$ cat src/design/piecewise_linear_table_interp_top_macros.svh
// assertion macros for the piecewise linear interpolation table
`ifndef PIECEWISE_LINEAR_TABLE_INTERP_TOP_MACROS_SVH
`define PIECEWISE_LINEAR_TABLE_INTERP_TOP_MACROS_SVH

// antecedent implies consequent in the same cycle
`define PWLTI_AST_SAME(name, clk, rst_n, ante, cons) \
	name: assert property (@(posedge clk) disable iff (!rst_n) (ante) |-> (cons)) \
		else $error("pwlti assertion failed");

// antecedent implies consequent in the next cycle
`define PWLTI_AST_NEXT(name, clk, rst_n, ante, cons) \
	name: assert property (@(posedge clk) disable iff (!rst_n) (ante) |=> (cons)) \
		else $error("pwlti assertion failed");

`endif

$ cat src/design/pwlti_pkg.sv
// shared types, codes and constants of the piecewise linear interpolation table
`timescale 1ns / 1ps
package pwlti_pkg;
	localparam int unsigned MAX_POINTS_DEF = 1024;
	localparam int unsigned MATCH_TOL_DEF  = 107;

	localparam logic [31:0] TOP_RADIUS_RST = 32'h4000_0000;

	localparam int unsigned LIM_W  = 56;
	localparam logic signed [LIM_W-1:0] ETA_LO_MUL = 56'sd1000000;
	localparam logic signed [LIM_W-1:0] ETA_HI_MUL = 56'sd10000;

	localparam int unsigned QUOT_W = 31;
	localparam int unsigned NUM_W  = 64;

	localparam logic [1:0] OP_CLEAR  = 2'd0;
	localparam logic [1:0] OP_APPEND = 2'd1;
	localparam logic [1:0] OP_QUERY  = 2'd2;

	localparam logic [2:0] STS_OK      = 3'd0;
	localparam logic [2:0] STS_STORED  = 3'd1;
	localparam logic [2:0] STS_CLEARED = 3'd2;
	localparam logic [2:0] STS_NOT_INC = 3'd3;
	localparam logic [2:0] STS_FULL    = 3'd4;
	localparam logic [2:0] STS_TOO_FEW = 3'd5;
	localparam logic [2:0] STS_RANGE   = 3'd6;

	typedef struct packed {
		logic [1:0]         opcode;
		logic [31:0]        radius;
		logic signed [31:0] point_value;
	} in_item_t;

	typedef struct packed {
		logic signed [31:0] interp_value;
		logic [2:0]         status;
	} out_item_t;

	typedef enum logic [3:0] {
		S_IDLE,
		S_SRCH_RD,
		S_SRCH_CMP,
		S_SEG_LO,
		S_SEG_HI,
		S_SEG_CHK,
		S_LIM,
		S_LIM_CHK,
		S_DIV,
		S_MUL,
		S_FIN,
		S_DONE
	} state_t;
endpackage

$ cat src/design/pwlti_div.sv
// restoring divider, one quotient bit per cycle
`timescale 1ns / 1ps
module pwlti_div (
	input  logic                       clk,
	input  logic                       arst_n,
	input  logic                       start,
	input  logic [pwlti_pkg::NUM_W-1:0] num,
	input  logic [31:0]                den,
	output logic                       done,
	output logic [pwlti_pkg::QUOT_W-1:0] quot
);
	import pwlti_pkg::*;

	localparam int unsigned CNT_W = $clog2(QUOT_W + 1);

	logic              busy_q;
	logic              done_q;
	logic [CNT_W-1:0]  cnt_q;
	logic [31:0]       rem_q;
	logic [QUOT_W-1:0] low_q;
	logic [QUOT_W-1:0] quot_q;
	logic [31:0]       den_q;
	logic [33:0]       trial;
	logic              ge;

	assign trial = {1'b0, rem_q, low_q[QUOT_W-1]} - {2'b00, den_q};
	assign ge    = ~trial[33];

	always_ff @(posedge clk or negedge arst_n) begin
		if (!arst_n) begin
			busy_q <= 1'b0;
			done_q <= 1'b0;
			cnt_q  <= '0;
		end else begin
			done_q <= 1'b0;
			if (start) begin
				busy_q <= 1'b1;
				cnt_q  <= CNT_W'(QUOT_W);
			end else if (busy_q) begin
				cnt_q <= cnt_q - 1'b1;
				if (cnt_q == CNT_W'(1)) begin
					busy_q <= 1'b0;
					done_q <= 1'b1;
				end
			end
		end
	end

	always_ff @(posedge clk) begin
		if (start) begin
			rem_q  <= num[NUM_W-2:QUOT_W];
			low_q  <= num[QUOT_W-1:0];
			den_q  <= den;
			quot_q <= '0;
		end else if (busy_q) begin
			rem_q  <= ge ? trial[31:0] : {rem_q[30:0], low_q[QUOT_W-1]};
			low_q  <= {low_q[QUOT_W-2:0], 1'b0};
			quot_q <= {quot_q[QUOT_W-2:0], ge};
		end
	end

	assign done = done_q;
	assign quot = quot_q;
endmodule

$ cat config.mk
export PLATFORM = sky130hd
export DESIGN_NAME = pwlti_div
export DESIGN_NICKNAME = d
export VERILOG_FILES = /design/src/design/piecewise_linear_table_interp_top_macros.svh /design/src/design/pwlti_pkg.sv /design/src/design/pwlti_div.sv
export SDC_FILE = /design/constraint.sdc
export NUM_CORES = 1
export LEC_CHECK = 0
export BUFFER_PORTS_ARGS = -buffer_cell sky130_fd_sc_hd__buf_4
export CORE_UTILIZATION = 55
export DETAILED_ROUTE_END_ITERATION = 10
export GPL_TIMING_DRIVEN = 0
export PLACE_DENSITY = 0.77
export SYNTH_ARGS = -nofsm -noshare
export SYNTH_HDL_FRONTEND = slang
export SYNTH_SLANG_ARGS = --single-unit
$ cat constraint.sdc
create_clock -name clk -period 3.64 [get_ports clk]
set_clock_uncertainty 0.1 [all_clocks]
set_input_delay 0.546 -clock clk [delete_from_list [all_inputs] [get_ports clk]]
set_output_delay 0.546 -clock clk [all_outputs]
set_load 0.02 [all_outputs]
==> flow_summary.json, run 1 <==
{
  "status": "complete, no violations",
  "grt_pass1_wl_um": 24400,
  "startpoint": "low_q[30]",
  "num-nets-final": 918,
  "cts_buffers": 17,
  "synth_cells": 633,
  "start_util": 0.565,
  "antenna_found_initial": 0,
  "die-area_um2": 13400,
  "endpoint": "rem_q[28]",
  "drive_gt1_frac": 0.299,
  "grt_max_degree": 64,
  "drtAntennaViolNets": 0,
  "avgRoutedWirePerCell_um": 16.1,
  "finalCritPeriodShare": 0.953,
  "dieHeight_um": 116,
  "finalHoldViolations": 0,
  "cp.required_ns": 3.81,
  "start_kind": "flop",
  "finalNonFillerCells": 969,
  "synth-edff-count": 95,
  "post-synth-top-area-cell": "edfxtp_1",
  "core_area_um2": 12600,
  "die_w_um": 116,
  "gp_congestion": 0.875,
  "syn_avg_cell_area_um2": 11.3,
  "cts_num_sinks": 133,
  "p_sw_frac": 0.353,
  "cts.htree.levels": 4,
  "final_cell_area_um2": 8920,
  "regToRegSetupSlack_ns": 0.17,
  "finalPower_mw": 6.46,
  "fmax_mhz": 288,
  "clockPowerShare": 0.254,
  "path_clk_slew_ns": 0.06,
  "worst_pin_slew_ns": 0.916,
  "synthTopCellsByArea": "edfxtp_1 40%, dfxtp_1 8.7%, mux2_2 7.7%",
  "num_vias": 5239,
  "fin_crit_ns": 3.47,
  "reg2reg_to": "rem_q[28]",
  "wl_um": 15600,
  "r2r_start": "low_q[30]",
  "port_buffers": 129,
  "area_growth_pct": 25.1,
  "diodes": 0,
  "finalWorstSetupSlack_ns": 0.170,
  "grt.overflow.total": 0,
  "yosys.area.top_type_share": 0.400,
  "fin_tns_setup_ns": 0,
  "ys_warn_count": 0,
  "dpl.cell_count": 934,
  "firstDrtPassIters": 6,
  "end_kind": "flop",
  "leakage_nw": 3.98,
  "rows": 41,
  "post-route-drc-count": 0,
  "boundaryPins": 131,
  "setup_viol": 0,
  "dpl_cell_area_um2": 8310,
  "synth_cell_types": 62,
  "pwr_density_cell_nw_per_um2": 724,
  "cts_tree": "done",
  "netSwitchingPower_mw": 2.28,
  "p_seq_frac": 0.325,
  "utilization": 0.707,
  "min_path_type": "input pin to flop",
  "synth_nets": 767,
  "synth_common_cells": "95 x edfxtp_1, 68 x nor2_1, 49 x mux2_2, 42 x inv_1, 41 x a21oi_1",
  "synthArstFlopShare": 0.0526,
  "drt_iter0_drc": 296,
  "synth_most_common_cell": "edfxtp_1",
  "pre_cts_ws_ns": 0.161,
  "maxCapViolCount": 0,
  "power_frac_comb": 0.420,
  "dpl.hpwl_um": 11200,
  "critPathKind": "flop to flop",
  "grt_pass1_vias": 5185,
  "drv_slew": 0,
  "synth-seq-area-share": 0.512,
  "clkLatencyLatePin_ns": 0.42,
  "cp_max_fo": 4,
  "ff2ff_path_depth": 14,
  "synth_ff_type": "edfxtp_1",
  "avgViaCountPerCell": 5.41,
  "ys_seq_elements": 133,
  "p_int_mw": 4.18,
  "crit_arrival_ns": 3.64,
  "ir_drop_mv": 0.423,
  "finalHoldWorstSlack_ns": 0.195,
  "rsz0062_at_grt": "no",
  "synthesis.area_um2": 7130,
  "grt.total_usage": 0.241,
  "clockBufferDepth": 2,
  "cts-root-buf": "clkbuf_16",
  "max-slew-margin-rel": 0.389
}
[sequential cells by signal, indices dropped and copies added (netlist names)]
| register | flops |
|---|---|
| low_q | 31 |
| busy_q | 1 |
| cnt_q | 5 |
| den_q | 32 |
| rem_q | 32 |
| done | 1 |
| quot | 31 |
[routing by layer]
layer,part of all wire,up-vias,global-route usage
met5,0,-,0
met3,0.071,16,0.0858
met4,0.0094,0,0.0761
met2,0.48,141,0.402
met1,0.44,2487,0.291
li1,-,2595,-
[cells in the final DEF (no fill, tap or decap), drive strengths merged, types with 10 or more instances in the layout]
cell type  netlist  layout
a211oi          12      12
a21o            11      11
a21oi           41      41
buf              8     139
clkbuf          20      43
dfxtp           31      31
edfxtp          95      95
ha              34      34
inv             42      46
mux2            50      50
mux2i           32      32
nand2           38      38
nor2            69      69
nor3            10      10
o21ai           26      26
xnor2           13      13
xor2            14      14
[worst max-delay path, stage by stage, from the launching register on]
cell	delay (ns)
edfxtp_1	0.41
inv_1	0.08
ha_1	0.15
inv_1	0.05
fa_1	0.41
a21oi_1	0.19
nor2b_1	0.08
a31o_2	0.29
a21bo_2	0.24
a311oi_4	0.37
buf_4	0.18
or3_1	0.09
a31oi_1	0.13
mux2_4	0.33
nor3_2	0.19
[worst min-delay path by stage]
stage / startpoint / to / depth (start not counted)
final: den[30] / den_q[30] / 1
after global routing: den[9] / den_q[9] / 1
after CTS: den[22] / den_q[22] / 1
after detailed placement: arst_n / done / 1
after global placement: arst_n / done / 1
after floorplan: arst_n / busy_q / 0
[power by group through the flow]
stage	Clock (mW)	Combinational, mW	Sequential [mW]
after floorplan	0	2.07	2.10
after CTS	1.66	2.68	2.10
after global routing	1.73	3.00	2.13
after detailed placement	0	2.66	2.13
after global placement	0	2.61	2.12
final	1.64	2.72	2.10
[final cells by class]
class	count	area, um2
Buffer	28	164
Clock buffer	23	510
Clock inverter	9	63.8
Fill cell	992	3700
Inverter	42	158
Multi-Input combinational cell	430	3170
Sequential cell	133	3650
Tap cell	172	215
Timing Repair Buffer	132	993
[kinds of logic (layout without fill, tap and decap cells)]
family / count (synthesis) / count (layout) / share of synthesized area
flops: 133 / 133 / 0.512
simple gates: 165 / 165 / 0.108
xor+xnor: 27 / 27 / 0.0332
compound gates: 121 / 121 / 0.115
buf+inv: 70 / 234 / 0.0449
fa+ha+maj: 35 / 35 / 0.0625
mux: 82 / 82 / 0.124
[timing repair]
action,CTS,global route
hold buffers,1,0
resized for setup,0,3
setup buffers,0,2
setup endpoints to repair,0,6
hold endpoints to repair,7,0
No activity file was read; power rests on OpenSTA's default activity.
==> run 2: changes to the inputs <==
--- a/config.mk
+++ b/config.mk
@@ -10,6 +10,7 @@
 export DETAILED_ROUTE_END_ITERATION = 10
 export GPL_TIMING_DRIVEN = 0
 export PLACE_DENSITY = 0.77
+export REMOVE_ABC_BUFFERS = 1
 export SYNTH_ARGS = -nofsm -noshare
 export SYNTH_HDL_FRONTEND = slang
 export SYNTH_SLANG_ARGS = --single-unit
==> flow_summary.json, run 2 (synthesis gave the netlist of run 1 again) <==
{
  "drtAntennaViolNets": 0,
  "cts-root-buf": "clkbuf_16",
  "cp.required_ns": 3.68,
  "boundaryPins": 131,
  "critPathKind": "flop to flop",
  "netSwitchingPower_mw": 2.22,
  "port_buffers": 129,
  "num_vias": 5101,
  "pwr_density_cell_nw_per_um2": 717,
  "avgViaCountPerCell": 5.42,
  "reg_top3": "den_q: 32 flops, rem_q: 32 flops",
  "clockPowerShare": 0.250,
  "final_cell_mix": "130 x buf_4, 95 x edfxtp_1, 68 x nor2_1, 49 x mux2_2, 42 x inv_1",
  "power_frac_comb": 0.416,
  "cts.htree.levels": 4,
  "diodes": 0,
  "rows": 41,
  "core_area_um2": 12600,
  "grt.total_usage": 0.217,
  "die-area_um2": 13400,
  "max-slew-margin-rel": 0.349,
  "finalCritPeriodShare": 0.931,
  "num-nets-final": 891,
  "grt_max_degree": 92,
  "die_w_um": 116,
  "clockBufferDepth": 2,
  "drv_slew": 0,
  "fin_crit_ns": 3.39,
  "fmax_mhz": 295,
  "cts_buffers": 17,
  "end_kind": "flop",
  "setup_viol": 0,
  "avgRoutedWirePerCell_um": 14.7,
  "status": "complete, no violations",
  "p_seq_frac": 0.334,
  "min_path_type": "input pin to flop",
  "cp_max_fo": 4,
  "start_util": 0.565,
  "pre_cts_ws_ns": -0.294,
  "area_growth_pct": 23.0,
  "wl_um": 13900,
  "final_common_cell": "buf_4",
  "p_sw_frac": 0.353,
  "dpl.cell_count": 907,
  "path_clk_slew_ns": 0.06,
  "drt_iter0_drc": 327,
  "post-route-drc-count": 0,
  "grt.overflow.total": 0,
  "drive_gt1_frac": 0.300,
  "start_kind": "flop",
  "cts_num_sinks": 133,
  "clkLatencyLatePin_ns": 0.41,
  "grt_pass1_vias": 4972,
  "finalHoldViolations": 0,
  "p_int_mw": 4.07,
  "finalHoldWorstSlack_ns": 0.207,
  "ir_drop_mv": 0.536,
  "gp_congestion": 0.854,
  "cts_tree": "done",
  "finalNonFillerCells": 942,
  "crit_arrival_ns": 3.43,
  "finalWorstSetupSlack_ns": 0.250,
  "dieHeight_um": 116,
  "firstDrtPassIters": 6,
  "leakage_nw": 3.90,
  "antenna_found_initial": 0,
  "grt_pass1_wl_um": 22500,
  "dpl.hpwl_um": 9240,
  "maxCapViolCount": 0,
  "worst_pin_slew_ns": 0.976
}
-- run 2: area by class of cell --
cell class | instances | area (um2)
clock inverters | 10 | 67.6
flip-flops and latches | 133 | 3650
fillers | 974 | 3850
repair buffers | 133 | 1020
inverters | 42 | 158
clock buffers | 22 | 475
multi-input cells | 430 | 3180
well taps | 172 | 215
-- run 2: timing repair --
item,CTS,global route
endpoints found under the setup margin,20,17
buffers inserted,0,2
cloned,0,0
hold buffers,1,0
endpoints found under the hold margin,7,0
pin swaps,0,1
resized for setup,2,1
-- run 2: metal layers --
layer | track usage | vias to the layer above | part of all wire
met3 | 0.0832 | 16 | 0.079
li1 | - | 2537 | -
met4 | 0.0692 | 0 | 0.013
met5 | 0 | - | 0
met1 | 0.259 | 2391 | 0.43
met2 | 0.361 | 157 | 0.48
-- run 2: stage by stage --
stage          cell area [um2]  TNS [ns]  total power [mW]   util
2_1_floorplan             6970         0              4.07      -
3_3_place_gp              8150     -3.27              4.56  0.646
3_5_place_dp              8180     -3.10              4.65  0.649
4_1_cts                   8750         0              6.27  0.693
5_1_grt                   8770  -0.00135              6.72  0.695
6_report                  8770         0              6.29  0.695
-- run 2: final timing paths --
| check | from | slack (ns) | cells past startpoint | to |
|---|---|---|---|---|
| setup / recovery | low_q[30] | 0.25 | 13 | rem_q[30] |
| hold / removal | den[5] | 0.21 | 1 | den_q[5] |
| setup reg to reg | low_q[30] | 0.25 | 13 | rem_q[30] |
| hold reg to reg | quot[30] | 0.42 | 2 | quot[30] |
| max in group asynchronous | arst_n | 2.90 | 2 | busy_q |
| min in group asynchronous | arst_n | 0.40 | 2 | cnt_q[0] |
-- run 2: power groups by stage --
stage / registers (mW) / logic (mW) / clock network (mW)
after floorplan: 2.10 / 1.98 / 0
after global placement: 2.11 / 2.45 / 0
after detailed placement: 2.12 / 2.53 / 0
after CTS: 2.10 / 2.57 / 1.61
after global routing: 2.13 / 2.92 / 1.67
final: 2.10 / 2.62 / 1.57
-- run 2: worst max-delay path, cell delays in order, from the launching register on --
cell	delay (ns)
edfxtp_1	0.39
inv_1	0.07
ha_1	0.15
inv_1	0.05
fa_1	0.40
a21oi_1	0.16
nor2b_1	0.07
a31o_2	0.28
a21bo_2	0.25
a311oi_4	0.37
o21a_4	0.22
o31ai_1	0.10
a2111oi_2	0.37
o31ai_1	0.13
==> run 3: changes to the inputs <==
--- a/config.mk
+++ b/config.mk
@@ -6,9 +6,11 @@
 export NUM_CORES = 1
 export LEC_CHECK = 0
 export BUFFER_PORTS_ARGS = -buffer_cell sky130_fd_sc_hd__buf_4
+export CORE_MARGIN = 4
 export CORE_UTILIZATION = 55
 export DETAILED_ROUTE_END_ITERATION = 10
 export GPL_TIMING_DRIVEN = 0
+export MAX_ROUTING_LAYER = met4
 export PLACE_DENSITY = 0.77
 export REMOVE_ABC_BUFFERS = 1
 export SYNTH_ARGS = -nofsm -noshare
==> flow_summary.json, run 3 (synthesis gave the netlist of run 1 again) <==
{
  "hold_end": "den_q[22]",
  "leakage_nw": 3.91,
  "final_cell_mix": "128 x buf_4, 95 x edfxtp_1, 68 x nor2_1, 49 x mux2_2, 42 x inv_1",
  "min_path_type": "input pin to flop",
  "cp.required_ns": 3.69,
  "drive_gt1_frac": 0.302,
  "die-area_um2": 14800,
  "cts_num_sinks": 133,
  "status": "complete, no violations",
  "ir_drop_mv": 0.362,
  "hp-start": "den[22]",
  "drt_iter0_drc": 295,
  "drv_slew": 0,
  "worst_pin_slew_ns": 0.969,
  "regToRegSetupSlack_ns": 0.20,
  "path_clk_slew_ns": 0.06,
  "finalCritPeriodShare": 0.945,
  "diodes": 0,
  "start_kind": "flop",
  "area_growth_pct": 23.4,
  "reg_top3": "den_q: 32 flops, rem_q: 32 flops",
  "crit_arrival_ns": 3.49,
  "avgRoutedWirePerCell_um": 15.4,
  "ff2ff_path_depth": 13,
  "dieHeight_um": 122,
  "cp_max_fo": 5,
  "fin_crit_ns": 3.44,
  "rsz0062_at_grt": "no",
  "avgViaCountPerCell": 5.42,
  "fillerInstances": 973,
  "critPathKind": "flop to flop",
  "reg2reg_to": "rem_q[30]",
  "crit_chain": "inv_1 -> ha_1 -> inv_1 -> fa_1 -> a21oi_1 -> nor2b_1 -> a31o_2 -> a21bo_2 -> a311oi_4 -> o21a_4 -> o31ai_1 -> a2111oi_2 -> o31ai_1",
  "boundaryPins": 131,
  "rows": 41,
  "grt_pass1_vias": 5296,
  "clkLatencyLatePin_ns": 0.42,
  "firstDrtPassIters": 5,
  "r2r_start": "low_q[30]",
  "setup_viol": 0,
  "utilization": 0.694,
  "cts_buffers": 17,
  "antenna_found_initial": 0,
  "num_vias": 5095,
  "grt.overflow.total": 0,
  "end_kind": "flop",
  "slowest_stage": "fa_1",
  "cts_tree": "done",
  "wl_um": 14500,
  "pwr_density_cell_nw_per_um2": 723,
  "core_area_um2": 12700,
  "gp_congestion": 0.875,
  "grt_pass1_wl_um": 24000,
  "finalHoldViolations": 0,
  "maxCapViolCount": 0,
  "clockBufferDepth": 2,
  "num-nets-final": 889,
  "cts-root-buf": "clkbuf_16",
  "max-slew-margin-rel": 0.354,
  "cp_slowest_stage_delay_ns": 0.41,
  "fmax_mhz": 291,
  "post-route-drc-count": 0,
  "holdPathStages": 1,
  "drtAntennaViolNets": 0,
  "grt.total_usage": 0.211,
  "fin_tns_setup_ns": 0,
  "cts.htree.levels": 4,
  "final_common_cell": "buf_4",
  "dpl.hpwl_um": 9850,
  "grt_max_degree": 93,
  "die_w_um": 122,
  "port_buffers": 129,
  "start_util": 0.563,
  "finalHoldWorstSlack_ns": 0.196
}
## run 3: changes by cell type in the layout (fill, tap and decap cells not counted)
cell / before / now
inv_4: 5 / 1
clkbuf_1: 3 / 0
clkinv_4: 1 / 4
buf_4: 130 / 128
inv_6: 2 / 4
inv_8: 0 / 2
clkbuf_16: 18 / 19
clkbuf_8: 1 / 0
## run 3: layout make-up
cell class | instances | area [um2] | area share
flip-flops and latches | 133 | 3650 | 0.415
multi-input cells | 430 | 3180 | 0.361
repair buffers | 131 | 1010 | 0.115
clock buffers | 19 | 475 | 0.0541
well taps | 172 | 215 | 0.0245
inverters | 42 | 158 | 0.0179
clock inverters | 13 | 109 | 0.0124
## run 3: what timing repair did
item                                    in CTS  in global routing
hold buffers                                 1                  0
endpoints found under the setup margin      23                 12
buffers inserted                             0                  0
gates resized for setup                      2                  1
hold endpoints to repair                     7                  0
## run 3: power breakdown
group	switching (mW)	internal, mW	total [mW]
clock network	0.703	0.972	1.67
registers	0.135	1.96	2.10
logic	1.43	1.16	2.58
## run 3: how the worst max path moves through the flow
stage / cells after the start / start / endpoint
floorplan: 9 / rem_q[7] / rem_q[13]
global placement: 9 / rem_q[7] / rem_q[13]
detailed placement: 9 / rem_q[1] / rem_q[22]
CTS: 9 / rem_q[1] / rem_q[22]
global route: 13 / low_q[30] / rem_q[30]
finish: 13 / low_q[30] / rem_q[30]
## run 3: per-stage QoR
stage	total power, mW	instances	instance area [um2]	setup slack (ns)
after floorplan	4.07	605	6970	0.472
after global placement	4.56	906	8150	-0.277
after detailed placement	4.65	907	8180	-0.298
after CTS	6.37	940	8790	0.0846
after global routing	6.82	940	8790	0.00533
final	6.36	940	8790	0.199
## run 3: per-layer routing
layer,global-route usage,vias to the layer above,routed length [um]
met5,-,-,0
met4,0.0833,0,267
met3,0.0794,23,1080
met2,0.339,130,7080
met1,0.239,2411,6080
li1,-,2531,-
## run 3: critical path: cells and delay by family, from the launching register on
kind / cells / cell delay [ns]
buffers and inverters: 2 / 0.12
flip-flops: 1 / 0.39
AND/OR/NAND/NOR: 1 / 0.09
AO/OA/AOI/OAI: 8 / 1.91
adder cells (fa/ha/maj): 2 / 0.56
